$ cat src/rtl/threshold_histogram_binning_unit_assert.svh
// Assertion macros shared by the histogram RTL.
`ifndef THRESHOLD_HISTOGRAM_BINNING_UNIT_ASSERT_SVH
`define THRESHOLD_HISTOGRAM_BINNING_UNIT_ASSERT_SVH

`ifndef ASSERT_OFF
`define THB_ASSERT_IMPLIES(label, clk, rst_n, ante, cons) \
	label: assert property (@(posedge clk) disable iff (!rst_n) (ante) |-> (cons)) \
		else $error("assertion failed");
`define THB_ASSERT_NEXT(label, clk, rst_n, ante, cons) \
	label: assert property (@(posedge clk) disable iff (!rst_n) (ante) |=> (cons)) \
		else $error("assertion failed");
`else
`define THB_ASSERT_IMPLIES(label, clk, rst_n, ante, cons)
`define THB_ASSERT_NEXT(label, clk, rst_n, ante, cons)
`endif

`endif

$ cat src/rtl/thb_pkg.sv
`default_nettype none

package thb_pkg;

	localparam int MAX_THRESHOLDS = 7;
	localparam int SAMPLE_WIDTH   = 32;
	localparam int COUNT_WIDTH    = 32;
	localparam int NUM_BUCKETS    = MAX_THRESHOLDS + 1;
	localparam int BUCKET_W       = $clog2(NUM_BUCKETS);
	localparam int TCOUNT_W       = 3;
	localparam int CFG_IDX_W      = 3;
	localparam int CFG_DATA_W     = 32;
	localparam int QDEPTH         = 2;
	localparam int QPTR_W         = 1;
	localparam int QCNT_W         = 2;

	typedef logic [COUNT_WIDTH-1:0]         count_t;
	typedef logic signed [SAMPLE_WIDTH-1:0] sample_t;
	typedef logic [BUCKET_W-1:0]            bucket_t;

	localparam count_t COUNT_MAX = '1;

	typedef enum logic [1:0] {
		OP_ADD   = 2'd0,
		OP_READ  = 2'd1,
		OP_CLEAR = 2'd2,
		OP_NONE  = 2'd3
	} op_t;

	localparam logic [CFG_IDX_W-1:0] CFG_THRESHOLD_COUNT = 3'd0;
	localparam logic [CFG_IDX_W-1:0] CFG_THRESHOLD_BASE  = 3'd1;

	// classified item handed from front to back
	typedef struct packed {
		op_t     op;
		bucket_t bucket;
	} cmd_t;

	function automatic count_t sat_inc(input count_t c);
		sat_inc = (c == COUNT_MAX) ? c : c + count_t'(1);
	endfunction

endpackage

`default_nettype wire

$ cat src/rtl/thb_front.sv
`default_nettype none

module thb_front (
	input  wire                           clk,
	input  wire                           arst_n,
	input  wire                           cfg_valid,
	input  wire [thb_pkg::CFG_IDX_W-1:0]  cfg_index,
	input  wire [thb_pkg::CFG_DATA_W-1:0] cfg_data,
	input  wire [1:0]                     operation,
	input  wire thb_pkg::sample_t         sample,
	input  wire thb_pkg::bucket_t         bucket_select,
	output thb_pkg::cmd_t                 cmd
);
	import thb_pkg::*;

	logic [TCOUNT_W-1:0]                 tcount_q;
	sample_t                             thr_q [MAX_THRESHOLDS];
	logic [TCOUNT_W-1:0]                 n_used;
	logic [MAX_THRESHOLDS-1:0]           hit;
	bucket_t                             add_bucket;
	bucket_t                             rd_bucket;
	logic [CFG_IDX_W-1:0]                thr_wr_idx;

	assign thr_wr_idx = cfg_index - CFG_THRESHOLD_BASE;

	always_ff @(posedge clk or negedge arst_n) begin
		if (!arst_n) begin
			tcount_q <= '0;
			for (int i = 0; i < MAX_THRESHOLDS; i++) begin
				thr_q[i] <= '0;
			end
		end else if (cfg_valid) begin
			if (cfg_index == CFG_THRESHOLD_COUNT) begin
				tcount_q <= cfg_data[TCOUNT_W-1:0];
			end else begin
				thr_q[thr_wr_idx] <= sample_t'(cfg_data[SAMPLE_WIDTH-1:0]);
			end
		end
	end

	// count above the threshold bank acts as a full bank
	assign n_used = (tcount_q > TCOUNT_W'(MAX_THRESHOLDS)) ? TCOUNT_W'(MAX_THRESHOLDS)
		: tcount_q;

	always_comb begin
		for (int i = 0; i < MAX_THRESHOLDS; i++) begin
			hit[i] = (TCOUNT_W'(i) < n_used) && (sample < thr_q[i]);
		end
	end

	// first threshold above the sample wins; else the open-ended bucket
	always_comb begin
		add_bucket = bucket_t'(n_used);
		for (int i = MAX_THRESHOLDS - 1; i >= 0; i--) begin
			if (hit[i]) begin
				add_bucket = bucket_t'(i);
			end
		end
	end

	assign rd_bucket = (bucket_select > bucket_t'(MAX_THRESHOLDS)) ? bucket_t'(MAX_THRESHOLDS)
		: bucket_select;

	always_comb begin
		cmd.op = op_t'(operation);
		case (op_t'(operation))
			OP_ADD:  cmd.bucket = add_bucket;
			OP_READ: cmd.bucket = rd_bucket;
			default: cmd.bucket = '0;
		endcase
	end

endmodule

`default_nettype wire

$ cat src/rtl/thb_queue.sv
`default_nettype none
`include "threshold_histogram_binning_unit_assert.svh"

module thb_queue (
	input  wire           clk,
	input  wire           arst_n,
	input  wire           push,
	input  thb_pkg::cmd_t push_cmd,
	output logic          not_full,
	input  wire           pop,
	output thb_pkg::cmd_t pop_cmd,
	output logic          not_empty
);
	import thb_pkg::*;

	cmd_t              entry_q [QDEPTH];
	logic [QPTR_W-1:0] wr_ptr_q;
	logic [QPTR_W-1:0] rd_ptr_q;
	logic [QCNT_W-1:0] count_q;

	assign not_full  = (count_q != QCNT_W'(QDEPTH));
	assign not_empty = (count_q != '0);
	assign pop_cmd   = entry_q[rd_ptr_q];

	always_ff @(posedge clk) begin
		if (push) begin
			entry_q[wr_ptr_q] <= push_cmd;
		end
	end

	always_ff @(posedge clk or negedge arst_n) begin
		if (!arst_n) begin
			wr_ptr_q <= '0;
			rd_ptr_q <= '0;
			count_q  <= '0;
		end else begin
			if (push) begin
				wr_ptr_q <= wr_ptr_q + QPTR_W'(1);
			end
			if (pop) begin
				rd_ptr_q <= rd_ptr_q + QPTR_W'(1);
			end
			case ({push, pop})
				2'b10:   count_q <= count_q + QCNT_W'(1);
				2'b01:   count_q <= count_q - QCNT_W'(1);
				default: count_q <= count_q;
			endcase
		end
	end

	`THB_ASSERT_IMPLIES(a_q_no_overflow, clk, arst_n, push, not_full)
	`THB_ASSERT_IMPLIES(a_q_no_underflow, clk, arst_n, pop, not_empty)
	`THB_ASSERT_IMPLIES(a_q_count_range, clk, arst_n, 1'b1, count_q <= QCNT_W'(QDEPTH))

endmodule

`default_nettype wire

$ cat src/rtl/thb_back.sv
`default_nettype none
`include "threshold_histogram_binning_unit_assert.svh"

module thb_back (
	input  wire              clk,
	input  wire              arst_n,
	input  wire              cmd_valid,
	input  thb_pkg::cmd_t    cmd,
	output logic             cmd_pop,
	output logic             out_valid,
	input  wire              out_ready,
	output thb_pkg::bucket_t bucket_index,
	output thb_pkg::count_t  bucket_count,
	output thb_pkg::count_t  total_count,
	output logic             saturated
);
	import thb_pkg::*;

	count_t  cnt_q [NUM_BUCKETS];
	count_t  total_q;
	logic    out_valid_q;
	bucket_t bucket_index_q;
	count_t  bucket_count_q;
	count_t  total_count_q;
	logic    saturated_q;

	count_t  cur_cnt;
	count_t  inc_cnt;
	count_t  inc_tot;
	bucket_t res_idx;
	count_t  res_cnt;
	count_t  res_tot;

	// output register frees up when its item is taken
	assign cmd_pop = cmd_valid && (!out_valid_q || out_ready);

	assign cur_cnt = cnt_q[cmd.bucket];
	assign inc_cnt = sat_inc(cur_cnt);
	assign inc_tot = sat_inc(total_q);

	always_comb begin
		case (cmd.op)
			OP_ADD: begin
				res_idx = cmd.bucket;
				res_cnt = inc_cnt;
				res_tot = inc_tot;
			end
			OP_READ: begin
				res_idx = cmd.bucket;
				res_cnt = cur_cnt;
				res_tot = total_q;
			end
			default: begin
				res_idx = '0;
				res_cnt = '0;
				res_tot = '0;
			end
		endcase
	end

	always_ff @(posedge clk or negedge arst_n) begin
		if (!arst_n) begin
			total_q <= '0;
			for (int i = 0; i < NUM_BUCKETS; i++) begin
				cnt_q[i] <= '0;
			end
		end else if (cmd_pop) begin
			case (cmd.op)
				OP_ADD: begin
					cnt_q[cmd.bucket] <= inc_cnt;
					total_q           <= inc_tot;
				end
				OP_CLEAR: begin
					total_q <= '0;
					for (int i = 0; i < NUM_BUCKETS; i++) begin
						cnt_q[i] <= '0;
					end
				end
				default: total_q <= total_q;
			endcase
		end
	end

	always_ff @(posedge clk or negedge arst_n) begin
		if (!arst_n) begin
			out_valid_q <= 1'b0;
		end else if (cmd_pop) begin
			out_valid_q <= 1'b1;
		end else if (out_ready) begin
			out_valid_q <= 1'b0;
		end
	end

	always_ff @(posedge clk) begin
		if (cmd_pop) begin
			bucket_index_q <= res_idx;
			bucket_count_q <= res_cnt;
			total_count_q  <= res_tot;
			saturated_q    <= (res_cnt == COUNT_MAX) || (res_tot == COUNT_MAX);
		end
	end

	assign out_valid    = out_valid_q;
	assign bucket_index = bucket_index_q;
	assign bucket_count = bucket_count_q;
	assign total_count  = total_count_q;
	assign saturated    = saturated_q;

	`THB_ASSERT_IMPLIES(a_bucket_le_total, clk, arst_n, out_valid_q, bucket_count_q <= total_count_q)
	`THB_ASSERT_NEXT(a_clear_zeroes, clk, arst_n, cmd_pop && (cmd.op == OP_CLEAR), total_q == '0)
	`THB_ASSERT_NEXT(a_add_counts, clk, arst_n, cmd_pop && (cmd.op == OP_ADD), total_q != '0)

endmodule

`default_nettype wire

$ cat src/rtl/threshold_histogram_binning_unit.sv
`default_nettype none

// Threshold histogram: an add item sorts its signed sample into the first bucket whose
// threshold is above it (or the last, open-ended bucket) and bumps that bucket and the
// total, both saturating; a read item returns one bucket with the total; a clear zeroes
// all counters. Every item yields one result. The front compares the sample against all
// thresholds at once and writes the bucket into a two-entry queue; the back updates the
// counters and loads the output register. One item per cycle is sustained while
// out_ready is high. Thresholds are to be written through the cfg port only while the
// block is idle; the block does not enforce this. cfg_ready is always high.
module threshold_histogram_binning_unit (
	input  wire                           clk,
	input  wire                           arst_n,
	input  wire                           cfg_valid,
	output logic                          cfg_ready,
	input  wire [thb_pkg::CFG_IDX_W-1:0]  cfg_index,
	input  wire [thb_pkg::CFG_DATA_W-1:0] cfg_data,
	input  wire                           in_valid,
	output logic                          in_ready,
	input  wire [1:0]                     operation,
	input  wire thb_pkg::sample_t         sample,
	input  wire thb_pkg::bucket_t         bucket_select,
	output logic                          out_valid,
	input  wire                           out_ready,
	output thb_pkg::bucket_t              bucket_index,
	output thb_pkg::count_t               bucket_count,
	output thb_pkg::count_t               total_count,
	output logic                          saturated
);
	import thb_pkg::*;

	cmd_t front_cmd;
	cmd_t q_cmd;
	logic q_not_full;
	logic q_not_empty;
	logic q_pop;

	assign cfg_ready = 1'b1;
	assign in_ready  = q_not_full;

	thb_front u_front (
		.clk           (clk),
		.arst_n        (arst_n),
		.cfg_valid     (cfg_valid),
		.cfg_index     (cfg_index),
		.cfg_data      (cfg_data),
		.operation     (operation),
		.sample        (sample),
		.bucket_select (bucket_select),
		.cmd           (front_cmd)
	);

	thb_queue u_queue (
		.clk       (clk),
		.arst_n    (arst_n),
		.push      (in_valid && q_not_full),
		.push_cmd  (front_cmd),
		.not_full  (q_not_full),
		.pop       (q_pop),
		.pop_cmd   (q_cmd),
		.not_empty (q_not_empty)
	);

	thb_back u_back (
		.clk          (clk),
		.arst_n       (arst_n),
		.cmd_valid    (q_not_empty),
		.cmd          (q_cmd),
		.cmd_pop      (q_pop),
		.out_valid    (out_valid),
		.out_ready    (out_ready),
		.bucket_index (bucket_index),
		.bucket_count (bucket_count),
		.total_count  (total_count),
		.saturated    (saturated)
	);

endmodule

`default_nettype wire
$ cat config.mk
export PLATFORM = sky130hd
export DESIGN_NAME = threshold_histogram_binning_unit
export DESIGN_NICKNAME = d
export VERILOG_FILES = /design/src/rtl/thb_pkg.sv /design/src/rtl/thb_front.sv /design/src/rtl/thb_queue.sv /design/src/rtl/thb_back.sv /design/src/rtl/threshold_histogram_binning_unit.sv
export VERILOG_INCLUDE_DIRS = /design/src /design/src/rtl
export SDC_FILE = /design/constraint.sdc
export NUM_CORES = 1
export LEC_CHECK = 0
export BUFFER_PORTS_ARGS = -buffer_cell sky130_fd_sc_hd__buf_2
export CAP_MARGIN = 20
export CELL_PAD_IN_SITES_DETAIL_PLACEMENT = 0
export CELL_PAD_IN_SITES_GLOBAL_PLACEMENT = 2
export CORE_MARGIN = 5
export CORE_UTILIZATION = 41
export DETAILED_ROUTE_END_ITERATION = 10
export PLACE_DENSITY = 0.85
export REMOVE_ABC_BUFFERS = 1
export SLEW_MARGIN = 0
export SYNTH_ARGS = -nofsm -noshare
export SYNTH_HDL_FRONTEND = slang
export SYNTH_SLANG_ARGS = --single-unit
$ cat constraint.sdc
create_clock -name clk -period 6.6 [get_ports clk]
set_input_delay 0.33 -clock clk [delete_from_list [all_inputs] [get_ports clk]]
set_output_delay 0.33 -clock clk [all_outputs]
set_load 0.01 [all_outputs]
### Word-level counts from Yosys, hierarchy flattened

Memories as Yosys holds them, arrays and structs flattened.
Cells that the tools add are included.

* add/sub/neg operators: 7
* order comparisons: 20
* equality and inequality tests: 10
* mux-type cells: 30
* bitwise operators: 3
* reduce and logical (&&, ||, !) cells: 25

Operators with widths (count)
* $pmux W256 S2: 1
* $bwmux W256: 1
* $bwmux W224: 1
* $lt A32 B32 Y1: 7
* $demux W32 S3: 2
* $mux W32: 6
* $pmux W32 S2: 3
* $eq A32 B32 Y1 const B: 4
* $bmux W32 S3: 1
* $add A32 B1 Y32 const B: 2
* $mux W3: 9
* $logic_and A1 B1 Y1: 11
* $lt A3 B3 Y1 const A: 3
* $ge A4 B4 Y1 const B: 2
* $lt A4 B1 Y1 const B: 2
* $not A3 Y4: 2
* $reduce_bool A2 Y1: 4
* $eq A2 B1 Y1 const B: 3
* $gt A3 B3 Y1 const B: 2
* $lt A1 B3 Y1 const A: 2
* $lt A2 B3 Y1 const A: 2
* $pmux W3 S2: 1
* $reduce_and A2 Y1: 3
* $eq A2 B2 Y1 const B: 2
* 13 further kinds: 19

* register bits: 588
* memory bits (writable): 10
* input bits: 77
* output and inout bits: 71
* logic and storage cells: 121
* memories: 1

Memories
* u_queue.entry_q: words 2, width 5, rd ports 1, clocked after Yosys merged registers in 0, wr ports 1, RTL line thb_queue.sv:16 `cmd_t entry_q [QDEPTH];`

### Logic depth before layout (Yosys ltp)

* word-level depth: 12
* depth in mapped cells: 21
* mapped depth without buffers: 15

### Hierarchy

A second synthesis with hierarchy kept.

* cell total of the unflattened synthesis: 3001
* area total of the unflattened synthesis: 32819.0 µm²

By module, submodules not included
* thb_back: instances 1, cells each 1566, area each 18357.6 µm², seq. area each 9273.9 µm²
* thb_front: instances 1, cells each 1400, area each 13895.8 µm², seq. area each 5680.4 µm²
* thb_queue: instances 1, cells each 32, area each 548.0 µm², seq. area each 400.4 µm²
* threshold_histogram_binning_unit: instances 1, cells each 3, area each 17.5 µm², seq. area each 0.0 µm²

### Worst setup path after synthesis

OpenSTA, ideal clock, no wires.

* path type: register to register
* start: register u_queue.count_q[0]
* end: register u_back.cnt_q[203] (netlist bit)
* setup time: 67 ps
* arrival: 5471 ps
* data required time: 6533 ps
* path slack: 1062 ps
* cell stages (with the launch flop): 9
* path buffers: 1
* clock period less this slack: 5538 ps
* path through: dfrtp_1 -> nor2_1 -> a21oi_1 -> nand2_1 -> nor2_1 -> nand2_1 -> nor2_1 -> clkbuf_1 -> a22o_1

* longest elaborated chain between the ends: 3

RTL lines
* start: declaration: RTL line thb_queue.sv:19 `logic [QCNT_W-1:0] count_q;`
* start signal: assignment: RTL line thb_queue.sv:44 `2'b10: count_q <= count_q + QCNT_W'(1);`
* start signal: assignment: RTL line thb_queue.sv:45 `2'b01: count_q <= count_q - QCNT_W'(1);`
* start signal: assignment: RTL line thb_queue.sv:46 `default: count_q <= count_q;`
* $reduce_bool A2 Y1: RTL line thb_queue.sv:22 `assign not_empty = (count_q != '0);`
* $logic_and A1 B1 Y1: RTL line thb_back.sv:35 `assign cmd_pop = cmd_valid && (!out_valid_q || out_ready);`
* via q_pop: RTL line threshold_histogram_binning_unit.sv:36 `logic q_pop;`
* $reduce_and A2 Y1 (no source line)
* end signal: indexed assignment: RTL line thb_back.sv:70 `cnt_q[cmd.bucket] <= inc_cnt;`
* end: declaration: RTL line thb_back.sv:19 `count_t cnt_q [NUM_BUCKETS];`

The timed path passes the listed nets, and every way through them passes these cells.
A chain may end at the register's enable or synchronous reset.

### Final worst setup path

* start: memory u_queue.entry_q[0][1] (netlist bit)
* end: register u_back.cnt_q[189] (netlist bit)

* longest elaborated chain between the ends: 9
* elaborated cells between the ends (all ways): 15
* those cells by class: add/sub: 1; order compare: 2; eq/ne: 1; mux: 8; bitwise: 1; reduce/logical: 1; memory: 1

RTL lines
* start: declaration: RTL line thb_queue.sv:16
* $mem_v2 Z2 W5 *
* $not A3 Y4 (not written as such) *: RTL line thb_back.sv:37, thb_back.sv:70
* $bmux W32 S3: RTL line thb_back.sv:37 `assign cur_cnt = cnt_q[cmd.bucket];`
* $mux W32 (not written as such) (2 in a row): RTL line thb_back.sv:37
* $add A32 B1 Y32 or $eq A32 B32 Y1 (tied branches): RTL line thb_pkg.sv:40 `sat_inc = (c == COUNT_MAX) ? c : c + count_t'(1);`
* $mux W32: RTL line thb_pkg.sv:40
* $bwmux W256 *: RTL line thb_back.sv:70
* $pmux W256 S2 *: RTL line thb_back.sv:68 `case (cmd.op)`

Mark *: on every way between the ends. The rest lies on a longest branch, timed or not. The select of a mux whose other input is x is not followed.

==> impl_metrics.tcl <==
set metrics [dict create \
    drc 0 \
    setup_violations 0 \
    ys_seq_area_frac 0.471 \
    cap_violations 0 \
    worstMarginPinSlew_ns 1.04 \
    yosys_warnings 0 \
    drtAntennaViolNets 0 \
    cts.reportedPaths.clkPinSlew_ns 0.05 \
    fp.dieH_um 292 \
    dieArea_mm2 0.0853 \
    numCtsBuffers 72 \
    skew_ns 0.0275 \
    post_drt_wl_per_cell_um 22.8 \
    worst_ep_required_time_ns 7.12 \
    io_buffers 146 \
    p_per_area_mw_per_mm2 431 \
    slowest_delay_ns 0.97 \
    fill_cells 7455 \
    h-tree-depth 3 \
    antenna_found_initial 12 \
    stdcell_count 4508 \
    dpl.hpwl_mm 68.6 \
    synth_area_mm2 0.0326 \
    cts-resized-gates 0 \
    worst_setup_path_end_kind "flop" \
    place.gp.congestion 0.918 \
    grt_pass1_vias 26400 \
    rsz0062_at_grt "no" \
    period_minus_slack_ns 5.85 \
    run_status "complete, no violations" \
    grt_max_degree 143 \
    fmax_mhz 171 \
    grt.total_usage 0.236 \
    initial_core_util 0.413 \
    drive_gt1_frac 0.143 \
    worstSetupPathType "flop to flop" \
    viasPerCell 5.79 \
    ys_ff_latch 598 \
    yosysTopAreaCell "dfrtp_1" \
    dp_cells 4363 \
    layout_setup_ws_ns 0.751 \
    grt_overflow_total 0 \
    synthToLayoutAreaGrowth_pct 13.4 \
    core_area_mm2 0.0789 \
    io_pins 148 \
    synthFlopType "dfrtp_1" \
    worstPathArrival_ns 6.37 \
    row_count 103 \
    start_kind "flop" \
    hold_slack_ns 0.0419 \
    final_hold_viol_count 0 \
    clock-root-buffer "clkbuf_16" \
    cts_sinks 598 \
    synthArstFlopShare 0.870 \
    path_common_cell "nand2_1" \
    finalMaxSlewViolations 0 \
    power_mw 15.9 \
    synth_top_area_share 0.399 \
    tns_ns 0 \
    slew_headroom 0.298 \
    cts_hold_buffers 9 \
    ys_types 101 \
    synth.area.top_cells "dfrtp_1, ha_1, edfxtp_1" \
    timing.final.crit_share 0.886 \
    yosysMostFrequentCell "dfrtp_1" \
    synthTopCellsByCount "dfrtp_1, nand2_1, o21ai_0, inv_1, ha_1" \
    drt-pass1-iter-count 8 \
    post-cts-setup-buffer-count 0 \
    syn_avg_cell_area_um2 9.97 \
    drt_wl_total_mm 103 \
    ir_drop_mv 0.234 \
    cts_tree "built" \
    postSynthCellCount 3271 \
    synth_edf_count 78 \
    leakagePower_nw 16.7 \
    clock_path_buffers 3 \
    critPathMaxFanout 22 \
    grt_pass1_wl_mm 160 \
    hold_class "input pin to flop" \
    clkLatencyLatePin_ns 0.62 \
    ff2ff_path_depth 13 \
    num_vias 26100 \
    crit_chain "or3b_1, nand2_1, buf_4, nand3_1, nand4_1, nor4_4, nand4_2, or3_1, nand2_1, inv_1, nand2_1, xor2_1, a22o_1" \
    hold_path_depth 3 \
    die_w_um 292 \
    nets 3695 \
    cp_slowest_cell "edfxtp_1" \
    drt_iter0_drc 2111 \
    place_ws_ns 0.912 \
]
-- area by class of cell --
| class | count | area, µm² | area share |
|---|---|---|---|
| Sequential cell | 598 | 15400 | 0.415 |
| Antenna cell | 5 | 12.5 | 0.000338 |
| Multi-Input combinational cell | 2260 | 15600 | 0.423 |
| Inverter | 244 | 916 | 0.0248 |
| Clock buffer | 106 | 2090 | 0.0564 |
| Timing Repair Buffer | 220 | 1380 | 0.0372 |
| Tap cell | 1050 | 1310 | 0.0355 |
| Clock inverter | 25 | 278 | 0.00751 |
-- worst max-delay path: cells and delay by family, from the launching register on --
| kind | cells | cell delay (ns) |
|---|---|---|
| flip-flops | 1 | 0.97 |
| buffers and inverters | 2 | 0.50 |
| XOR/XNOR | 1 | 0.52 |
| AND/OR/NAND/NOR | 9 | 3.52 |
| AO/OA/AOI/OAI | 1 | 0.23 |
-- through the flow --
| stage | cell area, µm² | util |
|---|---|---|
| after floorplan | 31800 | - |
| after global placement | 34500 | 0.437 |
| after CTS | 37000 | 0.469 |
| after global routing | 37000 | 0.469 |
| after detailed placement | 34500 | 0.438 |
| final | 37000 | 0.469 |
-- placed cells by master (no fill, tap or decap), drive strengths merged, types with 78 or more instances in the layout --
master / instances
o21ai: 274
inv: 245
buf: 211
mux2: 118
a22o: 220
dfrtp: 520
nand3: 101
nor2: 160
a21oi: 112
nand2: 429
ha: 222
edfxtp: 78
clkbuf: 106
-- cells by family (layout without fill, tap and decap cells) --
| logic type | Yosys count | after routing | share of synthesized area |
|---|---|---|---|
| AND/OR/NAND/NOR | 989 | 989 | 0.148 |
| AO/OA/AOI/OAI | 813 | 813 | 0.170 |
| flip-flops | 598 | 598 | 0.471 |
| buffers and inverters | 413 | 595 | 0.0524 |
| adder cells (fa/ha/maj) | 222 | 222 | 0.0852 |
| multiplexers | 153 | 153 | 0.0517 |
| XOR/XNOR | 82 | 82 | 0.0223 |
| other | 1 | 6 | 0.000115 |
-- power by group --
group | switching [mW] | internal, mW | total [mW]
logic | 4.08 | 2.21 | 6.29
clock network | 1.61 | 2.39 | 4.00
registers | 0.661 | 4.98 | 5.64
-- flip-flops by register name (all words and copies together), names as in the netlist --
register             cells
u_back.bucket_count     32
u_back.bucket_index      3
u_back.cnt_q           256
u_back.out_valid         1
u_back.saturated         1
u_back.total_count      32
u_back.total_q          32
u_front.tcount_q         3
u_front.thr_q          224
u_queue.count_q          2
u_queue.entry_q         10
u_queue.rd_ptr_q         1
u_queue.wr_ptr_q         1
-- routing by layer --
layer  GRT usage  part of all wire  vias to the layer above
met5           0           0.00072                        -
met4      0.0804             0.037                       12
met3      0.0517             0.070                      227
met2       0.388              0.47                      919
met1       0.311              0.42                    13000
li1            -                 -                    11900
-- worst paths after layout --
kind | startpoint | end | slack, ns
worst max-delay path | u_queue.entry_q[0][1] | u_back.cnt_q[189] | 0.75
worst min-delay path | cfg_data[19] | u_front.thr_q[211] | 0.04
worst max register to register | u_queue.entry_q[0][1] | u_back.cnt_q[189] | 0.75
worst min register to register | u_back.cnt_q[32] | u_back.cnt_q[32] | 0.49
max in group asynchronous | arst_n | u_front.thr_q[82] | 4.84
min in group asynchronous | arst_n | u_back.cnt_q[198] | 0.35
(Power assumes the default switching activity.)
